`src/rtl/ps2m_pkg.sv`:
```
// shared types, constants and codes for the ps2 mouse packet decoder
package ps2m_pkg;

    localparam int REG_W         = 12;
    localparam int BYTE_W        = 8;
    localparam int BTN_W         = 3;
    localparam int CFG_IDX_W     = 2;
    localparam int COORD_BITS_DEF = 12;

    localparam logic [REG_W-1:0] SCREEN_WIDTH_RST  = 12'd320;
    localparam logic [REG_W-1:0] SCREEN_HEIGHT_RST = 12'd200;

    localparam logic [BYTE_W-1:0] ACK_BYTE  = 8'hFA;
    localparam logic [BYTE_W-1:0] HDR_MASK  = 8'hC8;
    localparam logic [BYTE_W-1:0] HDR_MATCH = 8'h08;

    localparam int XSIGN_POS = 4;
    localparam int YSIGN_POS = 5;

    typedef enum logic
    {
        OP_BYTE    = 1'b0,
        OP_RESTART = 1'b1
    } op_t;

    typedef enum logic [CFG_IDX_W-1:0]
    {
        CFG_SCREEN_WIDTH  = 2'd0,
        CFG_SCREEN_HEIGHT = 2'd1
    } cfg_idx_t;

    typedef enum logic [1:0]
    {
        PH_WAIT_ACK = 2'd0,
        PH_HEADER   = 2'd1,
        PH_XBYTE    = 2'd2,
        PH_YBYTE    = 2'd3
    } phase_t;

    typedef struct packed
    {
        logic              operation;
        logic [BYTE_W-1:0] data_byte;
    } byte_req_t;

    typedef struct packed
    {
        logic [REG_W-1:0] pos_x;
        logic [REG_W-1:0] pos_y;
        logic [BTN_W-1:0] buttons;
    } pos_req_t;

    typedef struct packed
    {
        logic [REG_W-1:0] screen_width;
        logic [REG_W-1:0] screen_height;
    } screen_cfg_t;

endpackage

```
`src/rtl/ps2m_cfg.sv`:
```
// screen size configuration registers
module ps2m_cfg
    import ps2m_pkg::*;
(
    input  logic                 clk,
    input  logic                 rst_n,
    input  logic                 cfg_we,
    input  logic [CFG_IDX_W-1:0] cfg_index,
    input  logic [REG_W-1:0]     cfg_wdata,
    output screen_cfg_t          screen
);

    logic [REG_W-1:0] width_reg;
    logic [REG_W-1:0] height_reg;

    always_ff @(posedge clk or negedge rst_n)
    begin
        if (!rst_n)
        begin
            width_reg  <= SCREEN_WIDTH_RST;
            height_reg <= SCREEN_HEIGHT_RST;
        end
        else if (cfg_we)
        begin
            if (cfg_index == CFG_SCREEN_WIDTH)
            begin
                width_reg <= cfg_wdata;
            end
            if (cfg_index == CFG_SCREEN_HEIGHT)
            begin
                height_reg <= cfg_wdata;
            end
        end
    end

    assign screen.screen_width  = width_reg;
    assign screen.screen_height = height_reg;

endmodule

```
`src/rtl/ps2m_in_stage.sv`:
```
// input register stage for received byte requests
module ps2m_in_stage
    import ps2m_pkg::*;
(
    input  logic      clk,
    input  logic      rst_n,
    input  logic      byte_valid,
    output logic      byte_ready,
    input  byte_req_t byte_req,
    input  logic      advance,
    output logic      held_valid,
    output byte_req_t held_req
);

    logic      valid_reg;
    logic      valid_next;
    byte_req_t req_reg;

    assign byte_ready = !valid_reg || advance;

    always_comb
    begin
        valid_next = valid_reg;
        if (byte_valid && byte_ready)
        begin
            valid_next = 1'b1;
        end
        else if (advance)
        begin
            valid_next = 1'b0;
        end
    end

    always_ff @(posedge clk or negedge rst_n)
    begin
        if (!rst_n)
        begin
            valid_reg <= 1'b0;
        end
        else
        begin
            valid_reg <= valid_next;
        end
    end

    always_ff @(posedge clk)
    begin
        if (byte_valid && byte_ready)
        begin
            req_reg <= byte_req;
        end
    end

    assign held_valid = valid_reg;
    assign held_req   = req_reg;

endmodule

```
`src/rtl/ps2m_track.sv`:
```
// packet framing, position update with clamping, and result register
module ps2m_track
    import ps2m_pkg::*;
#(
    parameter int COORD_BITS = COORD_BITS_DEF
)
(
    input  logic        clk,
    input  logic        rst_n,
    input  screen_cfg_t screen,
    input  logic        held_valid,
    input  byte_req_t   held_req,
    output logic        advance,
    output logic        pos_valid,
    input  logic        pos_ready,
    output pos_req_t    pos_req
);

    localparam int CMP_W = ((COORD_BITS > REG_W) ? COORD_BITS : REG_W) + 2;
    localparam int COORD_MAX = (1 << COORD_BITS) - 1;
    localparam int HALF_W = int'(SCREEN_WIDTH_RST) / 2;
    localparam int HALF_H = int'(SCREEN_HEIGHT_RST) / 2;
    localparam logic [COORD_BITS-1:0] CUR_X_RST =
        COORD_BITS'((HALF_W > COORD_MAX) ? COORD_MAX : HALF_W);
    localparam logic [COORD_BITS-1:0] CUR_Y_RST =
        COORD_BITS'((HALF_H > COORD_MAX) ? COORD_MAX : HALF_H);
    localparam logic [CMP_W-1:0] COORD_MAX_EXT = CMP_W'(COORD_MAX);

    phase_t                  phase_reg;
    phase_t                  phase_next;
    logic [BYTE_W-1:0]       header_reg;
    logic [BYTE_W-1:0]       header_next;
    logic [BYTE_W-1:0]       xbyte_reg;
    logic [BYTE_W-1:0]       xbyte_next;
    logic [COORD_BITS-1:0]   cur_x_reg;
    logic [COORD_BITS-1:0]   cur_x_next;
    logic [COORD_BITS-1:0]   cur_y_reg;
    logic [COORD_BITS-1:0]   cur_y_next;
    logic                    out_valid_reg;
    logic                    out_valid_next;
    pos_req_t                out_reg;
    pos_req_t                out_next;

    logic                    fire;
    logic                    emit;
    logic [COORD_BITS-1:0]   hi_x;
    logic [COORD_BITS-1:0]   hi_y;
    logic signed [BYTE_W:0]  dx;
    logic signed [BYTE_W:0]  dy;
    logic signed [CMP_W-1:0] sum_x;
    logic signed [CMP_W-1:0] sum_y;
    logic [COORD_BITS-1:0]   new_x;
    logic [COORD_BITS-1:0]   new_y;
    logic [COORD_BITS-1:0]   centre_x;
    logic [COORD_BITS-1:0]   centre_y;

    function automatic logic [COORD_BITS-1:0] upper_limit(input logic [REG_W-1:0] lim);
        logic [CMP_W-1:0] lim_ext;
        lim_ext = CMP_W'(lim);
        if (lim_ext > COORD_MAX_EXT)
        begin
            return COORD_BITS'(COORD_MAX);
        end
        return COORD_BITS'(lim);
    endfunction

    function automatic logic [COORD_BITS-1:0] clamp(input logic signed [CMP_W-1:0] v,
                                                    input logic [COORD_BITS-1:0] hi);
        logic [CMP_W-1:0] hi_ext;
        hi_ext = CMP_W'(hi);
        if (v[CMP_W-1])
        begin
            return '0;
        end
        if (unsigned'(v) > hi_ext)
        begin
            return hi;
        end
        return v[COORD_BITS-1:0];
    endfunction

    assign advance = !out_valid_reg || pos_ready;
    assign fire    = held_valid && advance;

    assign hi_x = upper_limit(screen.screen_width);
    assign hi_y = upper_limit(screen.screen_height);

    assign dx = {header_reg[XSIGN_POS], xbyte_reg};
    assign dy = {header_reg[YSIGN_POS], held_req.data_byte};

    assign sum_x = signed'({{(CMP_W-COORD_BITS){1'b0}}, cur_x_reg})
                 + {{(CMP_W-BYTE_W-1){dx[BYTE_W]}}, dx};
    assign sum_y = signed'({{(CMP_W-COORD_BITS){1'b0}}, cur_y_reg})
                 - {{(CMP_W-BYTE_W-1){dy[BYTE_W]}}, dy};

    assign new_x = clamp(sum_x, hi_x);
    assign new_y = clamp(sum_y, hi_y);

    assign centre_x = clamp(signed'(CMP_W'(screen.screen_width >> 1)), hi_x);
    assign centre_y = clamp(signed'(CMP_W'(screen.screen_height >> 1)), hi_y);

    always_comb
    begin
        phase_next  = phase_reg;
        header_next = header_reg;
        xbyte_next  = xbyte_reg;
        cur_x_next  = cur_x_reg;
        cur_y_next  = cur_y_reg;
        emit        = 1'b0;
        if (fire)
        begin
            if (held_req.operation == OP_RESTART)
            begin
                phase_next = PH_WAIT_ACK;
                cur_x_next = centre_x;
                cur_y_next = centre_y;
            end
            else
            begin
                unique case (phase_reg)
                    PH_WAIT_ACK:
                    begin
                        if (held_req.data_byte == ACK_BYTE)
                        begin
                            phase_next = PH_HEADER;
                        end
                    end
                    PH_HEADER:
                    begin
                        if ((held_req.data_byte & HDR_MASK) == HDR_MATCH)
                        begin
                            header_next = held_req.data_byte;
                            phase_next  = PH_XBYTE;
                        end
                    end
                    PH_XBYTE:
                    begin
                        xbyte_next = held_req.data_byte;
                        phase_next = PH_YBYTE;
                    end
                    PH_YBYTE:
                    begin
                        cur_x_next = new_x;
                        cur_y_next = new_y;
                        phase_next = PH_HEADER;
                        emit       = 1'b1;
                    end
                    default:
                    begin
                        phase_next = PH_WAIT_ACK;
                    end
                endcase
            end
        end
    end

    always_comb
    begin
        out_valid_next = out_valid_reg;
        out_next       = out_reg;
        if (emit)
        begin
            out_valid_next   = 1'b1;
            out_next.pos_x   = REG_W'(new_x);
            out_next.pos_y   = REG_W'(new_y);
            out_next.buttons = header_reg[BTN_W-1:0];
        end
        else if (pos_ready)
        begin
            out_valid_next = 1'b0;
        end
    end

    always_ff @(posedge clk or negedge rst_n)
    begin
        if (!rst_n)
        begin
            phase_reg     <= PH_WAIT_ACK;
            header_reg    <= '0;
            xbyte_reg     <= '0;
            cur_x_reg     <= CUR_X_RST;
            cur_y_reg     <= CUR_Y_RST;
            out_valid_reg <= 1'b0;
        end
        else
        begin
            phase_reg     <= phase_next;
            header_reg    <= header_next;
            xbyte_reg     <= xbyte_next;
            cur_x_reg     <= cur_x_next;
            cur_y_reg     <= cur_y_next;
            out_valid_reg <= out_valid_next;
        end
    end

    always_ff @(posedge clk)
    begin
        out_reg <= out_next;
    end

    assign pos_valid = out_valid_reg;
    assign pos_req   = out_reg;

endmodule

```
`src/rtl/ps2_mouse_packet_decoder.sv`:
```
// top level of the ps2 mouse three-byte packet decoder
// a position request is written to the result register once the third packet byte leaves the input register
// throughput: one byte request per cycle; input stalls only while a result waits
// the path is one input register and one result register around the update logic
// reset: async active low; waits for acknowledge, position centred at 160/100
// screen registers reset to 320 and 200
module ps2_mouse_packet_decoder
    import ps2m_pkg::*;
#(
    parameter int COORD_BITS = COORD_BITS_DEF
)
(
    input  logic                 clk,
    input  logic                 rst_n,
    input  logic                 byte_valid,
    output logic                 byte_ready,
    input  byte_req_t            byte_req,
    output logic                 pos_valid,
    input  logic                 pos_ready,
    output pos_req_t             pos_req,
    input  logic                 cfg_we,
    input  logic [CFG_IDX_W-1:0] cfg_index,
    input  logic [REG_W-1:0]     cfg_wdata
);

    screen_cfg_t screen;
    logic        advance;
    logic        held_valid;
    byte_req_t   held_req;

    ps2m_cfg u_cfg
    (
        .clk       (clk),
        .rst_n     (rst_n),
        .cfg_we    (cfg_we),
        .cfg_index (cfg_index),
        .cfg_wdata (cfg_wdata),
        .screen    (screen)
    );

    ps2m_in_stage u_in
    (
        .clk        (clk),
        .rst_n      (rst_n),
        .byte_valid (byte_valid),
        .byte_ready (byte_ready),
        .byte_req   (byte_req),
        .advance    (advance),
        .held_valid (held_valid),
        .held_req   (held_req)
    );

    ps2m_track #(
        .COORD_BITS (COORD_BITS)
    ) u_track
    (
        .clk        (clk),
        .rst_n      (rst_n),
        .screen     (screen),
        .held_valid (held_valid),
        .held_req   (held_req),
        .advance    (advance),
        .pos_valid  (pos_valid),
        .pos_ready  (pos_ready),
        .pos_req    (pos_req)
    );

endmodule

```
`config.mk`:
```
export PLATFORM = sky130hd
export DESIGN_NAME = ps2_mouse_packet_decoder
export DESIGN_NICKNAME = d
export VERILOG_FILES = /design/src/rtl/ps2m_pkg.sv /design/src/rtl/ps2m_cfg.sv /design/src/rtl/ps2m_in_stage.sv /design/src/rtl/ps2m_track.sv /design/src/rtl/ps2_mouse_packet_decoder.sv
export SDC_FILE = /design/constraint.sdc
export NUM_CORES = 1
export LEC_CHECK = 0
export ABC_AREA = 1
export BUFFER_PORTS_ARGS = -buffer_cell sky130_fd_sc_hd__buf_2
export CORE_ASPECT_RATIO = 0.9
export CORE_UTILIZATION = 65
export CTS_CLUSTER_DIAMETER = 40
export DETAILED_ROUTE_END_ITERATION = 8
export PLACE_DENSITY_LB_ADDON = 0.25
export RECOVER_POWER = 25
export SYNTH_ARGS = -nofsm -noshare
export SYNTH_HDL_FRONTEND = slang
export SYNTH_SLANG_ARGS = --single-unit
export TNS_END_PERCENT = 30
```
`constraint.sdc`:
```
create_clock -name clk -period 5.2 [get_ports clk]
set_clock_uncertainty 0.1 [all_clocks]
set_input_delay 1.3 -clock clk [delete_from_list [all_inputs] [get_ports clk]]
set_output_delay 1.3 -clock clk [all_outputs]
set_load 0.005 [all_outputs]
```
======== Word level (Yosys, flattened, before mapping) ========
Cells that the tools add are included.
storage, ports and cells
  register bits after elaboration ......... 102
  output and inout port bits .............. 29
  word-level logic and storage cells ...... 81
operators by class
  $add $sub $neg .......................... 2
  magnitude comparators ................... 4
  equality and inequality tests ........... 8
  multiplexer cells ....................... 35
  bitwise gates (word level) .............. 1
  reductions and logical operators ........ 17
operators by type and width
  kind                                           count
  two-way mux 12 bit                             16
  > comparator 14 x 12 -> 1 bit                  2
  > comparator 11 x 12 -> 1 bit                  2
  two-way mux 1 bit                              15
  adder 13 x 9 -> 14 bit                         1
  subtractor 13 x 9 -> 14 bit                    1
  == test 8 bit, second input constant           1
  one-hot mux 2 bit (4 select lines)             1
  two-way mux 2 bit                              3
  != test 3 x 2 -> 1 bit, second input constant  2
  AND reduction 2 bit                            3
  AND reduction 3 bit                            2
  nonzero test 2 bit                             3
  == test 2 x 1 -> 1 bit, second input constant  2
  == test 2 bit, second input constant           2
  zero test 2 bit                                2
  AND reduction 4 bit                            1
  == test 3 x 1 -> 1 bit, second input constant  1
  logical AND 1 bit                              2
  zero test 1 bit                                2
  logical OR 1 bit                               2
  NOT 1 bit                                      1

======== Logic depth before layout (Yosys ltp) ========
Gate-level depths: netlist (run 1).
  depth after elaboration ................. 8
  gate-level depth with buffers ........... 25

======== Modules after synthesis ========
Synthesis (run 1) repeated with hierarchy kept, for this count alone.
second synthesis, totals
  cell total of the unflattened synthesis .. 1003
  area, all modules ....................... 7617.3 um^2
by module, submodules not included
  module         times used  cells an instance  area each (um^2)
  ps2m_track     1           880                6316.1
  ps2m_cfg       1           108                985.9
  ps2m_in_stage  1           15                 315.3

======== Worst setup path before layout (run 1) ========
OpenSTA, ideal clock, no wires.
  kind .................................... reg2reg
  start ................................... register u_track.cur_y_reg[0]
  end ..................................... register u_track.out_reg, in the netlist u_track.pos_req[3] (data pin)
  setup time .............................. 0.255 ns
  arrival time ............................ 2.775 ns
  required time ........................... 4.845 ns
  slack ................................... 2.070 ns
  cell stages (with the launch flop) ...... 18
  path buffers ............................ 1
  period minus slack after synthesis ...... 3.130 ns
  path through ............................ dfrtp_1 -> inv_1 -> ha_1 -> inv_1 -> fa_1 -> nand3_1 -> nand2_1 -> a21oi_1 -> xor2_1 -> inv_1 -> ha_1 -> nand4_1 -> nor2_1 -> nand2_1 -> nand2_1 -> clkbuf_1 -> a31oi_1 -> and2_1
on the way
  longest elaborated chain between the ends .. 6
ends and longest elaborated chain
  item                             RTL line           text
  start, declared                  ps2m_track.sv:37   logic [COORD_BITS-1:0] cur_y_reg;
  start signal, assigned           ps2m_track.sv:191  cur_y_reg <= cur_y_next;
  subtractor 13 x 9 -> 14 bit (*)  ps2m_track.sv:94   - {{(CMP_W-BYTE_W-1){dy[BYTE_W]}}, dy};
  > comparator 14 x 12 -> 1 bit    ps2m_track.sv:75   if (unsigned'(v) > hi_ext)
  two-way mux 1 bit (2 in a row)   ps2m_track.sv:75
  two-way mux 12 bit               ps2m_track.sv:79   return v[COORD_BITS-1:0];
  two-way mux 12 bit (*)           ps2m_track.sv:75
  named net u_track.new_y[0]       ps2m_track.sv:53   logic [COORD_BITS-1:0] new_y;
  end signal, assigned             ps2m_track.sv:198  out_reg <= out_next;
  end, declared                    ps2m_track.sv:41   pos_req_t out_reg;
The timed path passes the listed nets; every way through them passes the cells marked *. The select of a mux whose other input is x is not followed.
A chain may end at the register's enable or synchronous reset.

======== Final worst setup path (run 1) ========
  start ................................... register u_track.cur_y_reg[0]
  end ..................................... register u_track.cur_y_reg[10]
on the way
  longest elaborated chain between the ends .. 8
ends and longest elaborated chain
  item                             RTL line           text
  subtractor 13 x 9 -> 14 bit (*)  ps2m_track.sv:94
  > comparator 14 x 12 -> 1 bit    ps2m_track.sv:75
  two-way mux 1 bit (2 in a row)   ps2m_track.sv:75
  two-way mux 12 bit               ps2m_track.sv:79
  two-way mux 12 bit (*)           ps2m_track.sv:75
  two-way mux 12 bit (*)           ps2m_track.sv:120  unique case (phase_reg)
  two-way mux 12 bit (*)           ps2m_track.sv:112  if (held_req.operation == OP_RESTART)
Mark *: on every way between the ends. The rest lies on a longest branch, timed or not. The select of a mux whose other input is x is not followed.

==> results.cfg, run 1 <==
[floorplanning]
row_count = 36
dieHeight_um = 103
io_pins = 57
die_width_um = 114
dieArea_sq_um = 11700
core_sq_um = 10900
start_util_pct = 67.3

[finish]
n_antenna_cell = 0
multi_input_area_sq_um = 3880
largest_reg_flops = 27
drive_gt1_share_pct = 13.4
final_area_sq_um = 8010
final_common_cell = nand2_1
mostFrequentLayoutCells = 224 x nand2_1, 152 x inv_1, 74 x a21oi_1, 74 x ha_1, 68 x nand3_1
regArea_sq_um = 2720
area_delta_synth_final_pct = 9.20
fill_cells = 909
nNetsFinal = 1113
finalNonFillerCells = 1166

[setup_path]
setup.worst_path.end_class = flop
path_class = flop to flop
max_stage_delay_ns = 0.41
crit_required_ns = 5.35
r2r_cells = 22
rr_startpoint = u_track.cur_y_reg[0]$_DFFE_PN0P_
path_max_fanout = 13
cp_top_family = simple AND/OR/NAND/NOR gates
cp_num_buf_inv = 3
ff2ff_setup_slack_ns = 1.22
reg2reg_to = u_track.cur_y_reg[10]$_DFFE_PN0P_
cp_cell_sequence = inv_1, ha_1, inv_1, fa_1, nand3_1, nand2_1, a21oi_1, o211ai_1, nand2_1, inv_1, ha_1, nand4_1, nor2_1, nand2_1, nand2_1, nand2_1, nand2_2, nand2_1, nand3_1, nand2_1, nand2_1, nand2_1
crit_start = u_track.cur_y_reg[0]$_DFFE_PN0P_
worstPathArrival_ns = 4.13
start_kind = flop
critPathMostFrequentCell = nand2_1
slowest_stage = fa_1

[placed_design]
dp.cells = 1150
gp_congestion = 0.953
io_buffer_count = 56
dp_hpwl_um = 13900
placed_area_sq_um = 7700

[route]
viasPerCell = 5.62
drc_errors = 0
dr.pass1.iters = 5
routed-via-count = 6557
ant_nets = 0
routedWlPerCell_um = 16.0
drt_wl_total_um = 18700
drt_iter0_markers = 707

[sta]
tns_ns = 0
slew_headroom_pct = -53.9
fmax_mhz = 251
period_needed_ns = 3.98
post-route-period-util_pct = 76.5
hold_violations = 0
rsz0062_at_grt = no
hold_ws_ns = 0.361
drv_slew = 84
setup_viol = 0
tightest_slew_ns = 2.31

[run_status]
violations = capacitance limit, slew limit
outcome = finished, violations left

[worst_hold_path]
hp-class = flop to flop
hold_path_end = u_track.pos_req[0]$_DFFE_PP_
hp-start = u_track.header_reg[0]$_DFFE_PN0P_
min_path_cells = 0

[grt]
grt_pass1_vias = 5986
antenna_found_initial = 0
grt_pass1_wl_um = 30300
grt_use_total_pct = 34.3
overflow = 0
grt_max_degree = 42

[clock_network]
htreeDepth = 3
hold_buffers = 0
clock_path_buffers = 2
cts_resized = 0
clock_latency_ns = 0.36
cts_setup_buffers = 0
cts.sinks = 101
root_buffer = clkbuf_16
cts_tree = built
numCtsBuffers = 9
clk_pin_slew_ns = 0.08

[synth]
synth_seq_area_share_pct = 37.1
yosysTopAreaCell = dfrtp_1
synth_area_leaders = dfrtp_1 19%, edfxtp_1 15%, ha_1 13%
ys_dominant_reg_cell = dfrtp_1
synthDistinctLibCells = 39
netlist_area_sq_um = 7330
synth.avg_cell_area_sq_um = 7.60
postSynth.asyncResetShare_pct = 64.4
postSynthCellCount = 965
synth_edf_count = 36
synth.top_cell.area_share_pct = 18.8
ys_seq_elements = 101
ys_warn_count = 0
synth_nets = 1069

[job]
max_cap_violations = 2
## Yosys cell counts, types with 5 or more instances
cell type  instances
nand2_2           18
a21oi_1           74
a21boi_1          10
o211ai_1           5
inv_2              6
inv_1            152
buf_2              7
dfrtp_1           55
nand3_1           68
nand2_1          224
o21ai_0           52
clkbuf_1          15
or2_2             17
edfxtp_1          36
dfstp_2           10
nor2_1            56
nand4_1           27
ha_1              74
xor2_1            12
## cell families (layout without fill, tap and decap cells)
| kind of cell | Yosys count | after routing | share of synthesized area, % |
|---|---|---|---|
| flops | 101 | 101 | 37.1 |
| buf+inv | 186 | 235 | 9.95 |
| fa+ha+maj | 76 | 76 | 13.2 |
| xor+xnor | 15 | 15 | 1.79 |
| compound gates | 158 | 158 | 11.8 |
| simple gates | 429 | 429 | 26.2 |
## worst reg2reg max path: cells and delay by family (launching register included)
family | cells | cell delay [ns]
simple gates | 14 | 1.90
fa+ha+maj | 3 | 0.83
compound gates | 2 | 0.48
flops | 1 | 0.37
buf+inv | 3 | 0.18
## per-layer routing
layer / global-route usage [%] / share of wire [%] / vias to the layer above / wire [um]
met2: 52.0 / 43 / 325 / 7950
met5: 0 / 0 / - / 0
met1: 49.5 / 46 / 2958 / 8510
li1: - / - / 3246 / -
met3: 6.64 / 9.9 / 28 / 1860
met4: 11.3 / 1.9 / 0 / 361
## worst max path at each step
stage,end,slack (ns),depth (start not counted)
after floorplan,u_track.pos_req[3]$_DFFE_PP_,2.07,17
after global placement,u_track.pos_req[14]$_DFFE_PP_,1.39,17
after detailed placement,u_track.cur_y_reg[11]$_DFFE_PN0P_,1.35,19
after CTS,u_track.pos_req[14]$_DFFE_PP_,1.32,17
after global routing,u_track.cur_y_reg[11]$_DFFE_PN0P_,0.90,23
final,u_track.cur_y_reg[10]$_DFFE_PN0P_,1.22,22
## final cells by class
| class | instances | share of cell area (%) |
|---|---|---|
| Clock buffer | 10 | 3.13 |
| Clock inverter | 6 | 0.813 |
| Inverter | 160 | 7.50 |
| Multi-Input combinational cell | 678 | 48.5 |
| Sequential cell | 101 | 34.0 |
| Tap cell | 152 | 2.38 |
| Timing Repair Buffer | 59 | 3.72 |
## per-stage QoR
step / util, % / setup slack (ns)
floorplan: - / 2.07
global placement: 70.6 / 1.39
detailed placement: 70.6 / 1.35
CTS: 73.5 / 1.32
global route: 73.5 / 0.900
finish: 73.5 / 1.22
Power of run 1 is not shown: default switching activity piles up to over one toggle a cycle in this logic, so the estimate is an artifact.
==> inputs of run 2 (changes only) <==
--- a/config.mk
+++ b/config.mk
@@ -5,10 +5,10 @@
 export SDC_FILE = /design/constraint.sdc
 export NUM_CORES = 1
 export LEC_CHECK = 0
-export ABC_AREA = 1
+export ABC_AREA = 0
 export BUFFER_PORTS_ARGS = -buffer_cell sky130_fd_sc_hd__buf_2
 export CORE_ASPECT_RATIO = 0.9
-export CORE_UTILIZATION = 65
+export CORE_UTILIZATION = 55
 export CTS_CLUSTER_DIAMETER = 40
 export DETAILED_ROUTE_END_ITERATION = 8
 export PLACE_DENSITY_LB_ADDON = 0.25
==> constraint.sdc (replaced) <==
create_clock -name clk -period 3.3 [get_ports clk]
set_clock_uncertainty 0.1 [all_clocks]
set_input_delay 0.825 -clock clk [delete_from_list [all_inputs] [get_ports clk]]
set_output_delay 0.825 -clock clk [all_outputs]
set_load 0.005 [all_outputs]
==> results.cfg, run 2 <==
[synth]
postSynth.asyncResetShare_pct = 64.4
netlist_area_sq_um = 6790
synthDistinctLibCells = 74
synth_xor_area_share_pct = 2.32
synth_top_family_by_area = compound AO/OA/AOI/OAI gates
postSynthCellCount = 671
synth_edf_count = 36
synth.avg_cell_area_sq_um = 10.1
synth_most_common_cell = ha_1
synth.top_cell.area_share_pct = 20.3
synth_nets = 775
yosys.area_share.adder_pct = 14.2
ys_dominant_reg_cell = dfrtp_1
synth_seq_area_share_pct = 40.0
ys_seq_elements = 101
ys_warn_count = 0
synthSimpleGateAreaFrac_pct = 13.4
synth_area_leaders = dfrtp_1 20%, edfxtp_1 16%, ha_1 14%
synth_compound_area_share_pct = 17.8
netlist_top_cells_count = 74 x ha_1, 55 x dfrtp_1, 50 x inv_1
synth_mux_area_share_pct = 8.29
yosysTopAreaCell = dfrtp_1

[finish]
drive_gt1_share_pct = 33.8
area_delta_synth_final_pct = 28.8
fill_cells = 876
nNetsFinal = 946
largest_reg_flops = 27
final_area_sq_um = 8750
n_antenna_cell = 0
final_common_cell = buf_4
regArea_sq_um = 2720
finalNonFillerCells = 1007
mostFrequentLayoutCells = 118 x buf_4, 70 x ha_1, 55 x buf_2
multi_input_area_sq_um = 4060

[setup_path]
worstPathArrival_ns = 4.45
path_max_fanout = 5
crit_start = u_track.cur_x_reg[0]$_DFFE_PN0P_
rr_startpoint = u_track.cur_x_reg[0]$_DFFE_PN0P_
path_class = flop to flop
r2r_cells = 19
setup.worst_path.end_class = flop
setup.worst_path.end = u_track.cur_x_reg[5]$_DFFE_PN1P_
ff2ff_setup_slack_ns = -0.96
crit_required_ns = 3.49
start_kind = flop
reg2reg_to = u_track.cur_x_reg[5]$_DFFE_PN1P_

[placed_design]
io_buffer_count = 56
placed_area_sq_um = 8170
dp.cells = 980
dp_hpwl_um = 15100
gp_congestion = 0.953

[run_status]
violations = setup timing
outcome = finished, violations left

[grt]
grt_pass1_vias = 6071
grt_use_met3_pct = 7.89
overflow = 0
grt_pass1_wl_um = 31300
busiest_layer = met2
grt_util_met1_pct = 43.3
grt_use_total_pct = 32.6
grt_max_degree = 33
grtUsageMet2_pct = 51.2
antenna_found_initial = 0

[clock_network]
root_buffer = clkbuf_16
htreeDepth = 3
clock_latency_ns = 0.36
clk_pin_slew_ns = 0.07
numCtsBuffers = 9
cts_tree = built
clock_path_buffers = 2
cts.sinks = 101
hold_buffers = 0

[power]
clockPowerShare_pct = 12.8
comb_power_share_pct = 65.6
power_density_nw_per_um2 = 1010
max-vdd-ir-drop_uv = 612
power.internal_mw = 5.26
power.leakage_nw = 4.05
p_seq_share_pct = 21.5
p_sw_share_pct = 40.7
p_switching_mw = 3.62

[sta]
tns_ns = -39.26
drv_slew = 0
hold_violations = 0
hold_ws_ns = 0.306
fmax_mhz = 235
slew_headroom_pct = 0.622
period_needed_ns = 4.26
tightest_slew_ns = 1.49
rsz0062_at_grt = yes
setup_viol = 48
post-route-period-util_pct = 129
fin_ws_ns = -0.957

[floorplanning]
die_width_um = 119
dieHeight_um = 107
start_util_pct = 56.5
row_count = 38
core_sq_um = 12000
io_pins = 57
dieArea_sq_um = 12800

[route]
routed-via-count = 6085
dr.pass1.iters = 5
drt_wl_total_um = 20000
routedWlPerCell_um = 19.9
viasPerCell = 6.04
ant_nets = 0
drc_errors = 0
drt_iter0_markers = 568

[job]
max_cap_violations = 0

[worst_hold_path]
hp-class = input port to asynchronous set/reset pin
-- run 2: final cells by class --
cell class                 instances  share of cell area (%)
multi-input combinational        500                    46.4
sequential                       101                    31.1
timing repair buffer             180                    14.4
clock buffer                      15                    3.56
tap                              160                    2.29
inverter                          50                    2.15
clock inverter                     1                   0.100
-- run 2: timing repair --
item / in CTS / in global routing
gates cloned: 1 / 0
gates resized for setup: 25 / 13
pin swaps: 11 / 10
endpoints found under the setup margin: 48 / 48
buffers inserted: 6 / 4
-- run 2: kinds of logic after synthesis --
group | Yosys count
XOR/XNOR | 18
AO/OA/AOI/OAI | 173
buffers and inverters | 70
adder cells (fa/ha/maj) | 76
flip-flops | 101
multiplexers | 52
AND/OR/NAND/NOR | 181
-- run 2: per-layer routing --
layer	vias to the layer above	wire length [um]
li1	2824	-
met1	2937	8850
met2	275	8990
met3	49	1560
met4	0	620
met5	-	0
-- run 2: worst max-delay path, cell delays in order, from the launching register on --
cell	delay, ns
dfrtp_1	0.37
ha_2	0.20
inv_2	0.04
fa_2	0.38
nor2b_4	0.16
o31a_1	0.17
o21ai_2	0.09
a311oi_2	0.31
nor3_2	0.09
nor3_2	0.14
buf_4	0.16
ha_4	0.14
and4_4	0.24
nand3_4	0.08
o32a_1	0.38
nor2_4	0.19
or4b_4	0.48
nor3_2	0.11
nor3_1	0.06
a221o_1	0.30
-- run 2: how the worst min path moves through the flow --
stage,slack [ns],start,depth (start not counted),endpoint
detailed placement,0.33,u_track.header_reg[2]$_DFFE_PN0P_,0,u_track.pos_req[2]$_DFFE_PP_
finish,0.31,rst_n,1,u_track.cur_x_reg[10]$_DFFE_PN0P_
CTS,0.20,rst_n,1,u_track.cur_x_reg[9]$_DFFE_PN0P_
global route,0.31,rst_n,1,u_track.cur_x_reg[9]$_DFFE_PN0P_
global placement,0.33,u_track.header_reg[0]$_DFFE_PN0P_,0,u_track.pos_req[0]$_DFFE_PP_
floorplan,0.32,u_track.header_reg[0]$_DFFE_PN0P_,0,u_track.pos_req[0]$_DFFE_PP_
-- run 2: power groups by stage --
stage	clock network, mW	logic (mW)	registers [mW]
after detailed placement	0	5.00	1.92
final	1.14	5.83	1.91
after global placement	0	4.81	1.91
after global routing	1.20	6.25	1.93
after floorplan	0	3.14	1.84
after CTS	1.15	5.46	1.90
-- run 2: metrics by stage --
stage	power [mW]	util (%)	worst slack (ns)
final	8.88	72.7	-0.957
after global routing	9.38	72.7	-1.16
after global placement	6.72	67.9	-1.04
after floorplan	4.98	-	-0.540
after detailed placement	6.91	67.9	-1.15
after CTS	8.52	72.0	-0.830
(Power assumes the default switching activity.)
==> inputs of run 3 (changes only) <==
--- a/config.mk
+++ b/config.mk
@@ -11,7 +11,7 @@
 export CORE_UTILIZATION = 55
 export CTS_CLUSTER_DIAMETER = 40
 export DETAILED_ROUTE_END_ITERATION = 8
-export PLACE_DENSITY_LB_ADDON = 0.25
+export PLACE_DENSITY_LB_ADDON = 0.12
 export RECOVER_POWER = 25
 export SYNTH_ARGS = -nofsm -noshare
 export SYNTH_HDL_FRONTEND = slang
==> results.cfg, run 3 (synthesized netlist as in run 2, its figures left out) <==
[placed_design]
dp.cells = 973
io_buffer_count = 56
placed_area_sq_um = 8120
dp_hpwl_um = 15000
gp_congestion = 0.963

[finish]
final_area_sq_um = 8900
area_delta_synth_final_pct = 31.0
final_common_cell = buf_4
mostFrequentLayoutCells = 105 x buf_4, 71 x ha_1, 56 x buf_2
n_antenna_cell = 0
multi_input_area_sq_um = 4280
drive_gt1_share_pct = 35.8
largest_reg_flops = 27
postLayoutCoreUtil_pct = 74.0
fill_cells = 857
nNetsFinal = 940
regArea_sq_um = 2720
finalNonFillerCells = 1001

[setup_path]
rr_startpoint = u_track.xbyte_reg[0]$_DFFE_PN0P_
crit_start = u_track.xbyte_reg[0]$_DFFE_PN0P_
path_class = flop to flop
path_max_fanout = 6
worstPathArrival_ns = 4.31
start_kind = flop
setup.worst_path.end_class = flop
crit_required_ns = 3.45

[route]
drc_errors = 0
routed-via-count = 6005
drt_iter0_markers = 406
dr.pass1.iters = 6
viasPerCell = 6.00
ant_nets = 0
drt_wl_total_um = 20100
routedWlPerCell_um = 20.1

[sta]
drv_slew = 67
rsz0062_at_grt = yes
period_needed_ns = 4.16
setup_viol = 48
fmax_mhz = 240
tns_ns = -37.35
post-route-period-util_pct = 126
slew_headroom_pct = -30.5
fin_ws_ns = -0.861
tightest_slew_ns = 1.96
hold_violations = 0

[worst_hold_path]
hp-start = u_track.header_reg[1]$_DFFE_PN0P_
hp-class = flop to flop

[floorplanning]
start_util_pct = 56.5
die_width_um = 119
row_count = 38
dieArea_sq_um = 12800
io_pins = 57
dieHeight_um = 107
core_sq_um = 12000

[grt]
grt_pass1_wl_um = 31300
overflow = 0
grt_max_degree = 35
grt_use_total_pct = 32.4
antenna_found_initial = 0
grt_pass1_vias = 5994

[clock_network]
numCtsBuffers = 9
clk_pin_slew_ns = 0.08
root_buffer = clkbuf_16
hold_buffers = 0
clock_latency_ns = 0.36
htreeDepth = 3
clock_path_buffers = 2
cts.sinks = 101
cts_tree = built

[power]
power.leakage_nw = 4.06
max-vdd-ir-drop_uv = 798
power_density_nw_per_um2 = 1050

[run_status]
outcome = finished, violations left
violations = capacitance limit, slew limit, setup timing

[job]
max_cap_violations = 2
## run 3: cell count changes in the layout (fill, tap and decap cells not counted), sizes merged
cell	delta
buf	-6
inv	+4
clkbuf	-5
clkinv	+1
## run 3: layout make-up
cell class	instances	share of cell area, %
Multi-Input combinational cell	500	48.1
Sequential cell	101	30.6
Timing Repair Buffer	174	13.6
Clock buffer	10	2.81
Tap cell	160	2.25
Inverter	50	2.11
Clock inverter	6	0.548
## run 3: worst max-delay path: stages (launching register included)
cell and delay [ns]:
dfrtp_1 0.37, ha_2 0.20, inv_2 0.04, fa_2 0.36
nor2b_4 0.13, buf_4 0.12, o31ai_4 0.06, a2111oi_4 0.36
nor3_2 0.14, ha_1 0.34, and4_4 0.25, nand3_4 0.08
buf_6 0.12, a311oi_4 0.34, nor2_4 0.10, buf_6 0.14
o21ai_4 0.12, buf_6 0.19, mux2i_4 0.25, buf_4 0.13
o22ai_1 0.08
## run 3: metal layers
| layer | vias to the layer above | GRT usage [%] | share of wire [%] |
|---|---|---|---|
| met5 | - | 0 | 0 |
| met4 | 0 | 13.7 | 2.3 |
| met3 | 36 | 7.15 | 7.7 |
| met2 | 264 | 51.1 | 46 |
| met1 | 2896 | 43.2 | 44 |
| li1 | 2809 | - | - |
## run 3: through the flow
step	hold slack, ns	total power [mW]	worst slack [ns]
3_5_place_dp	0.345	6.88	-0.913
6_report	0.362	9.30	-0.861
4_1_cts	0.362	8.66	-0.770
3_3_place_gp	0.328	6.68	-0.818
2_1_floorplan	0.319	4.98	-0.540
5_1_grt	0.376	9.82	-1.06
## run 3: worst paths after layout
check	depth (start not counted)	slack (ns)	end
worst max-delay path	20	-0.86	u_track.cur_x_reg[10]$_DFFE_PN0P_
worst min-delay path	0	0.36	u_track.pos_req[1]$_DFFE_PP_
worst max register to register	20	-0.86	u_track.cur_x_reg[10]$_DFFE_PN0P_
worst min register to register	0	0.36	u_track.pos_req[1]$_DFFE_PP_
max in group asynchronous	2	0.88	u_track.header_reg[4]$_DFFE_PN0P_
min in group asynchronous	2	0.99	u_track.header_reg[1]$_DFFE_PN0P_
## run 3: timing repair
action	in CTS	in global routing
buffers inserted	8	7
pin swaps	29	18
endpoints found under the setup margin	48	48
resized for setup	50	35
cloned	0	0
## run 3: where the power goes
part	internal (mW)	total, mW	switching [mW]
registers	1.67	1.92	0.247
clock network	0.569	1.09	0.519
logic	3.14	6.29	3.15
total	5.39	9.30	3.92
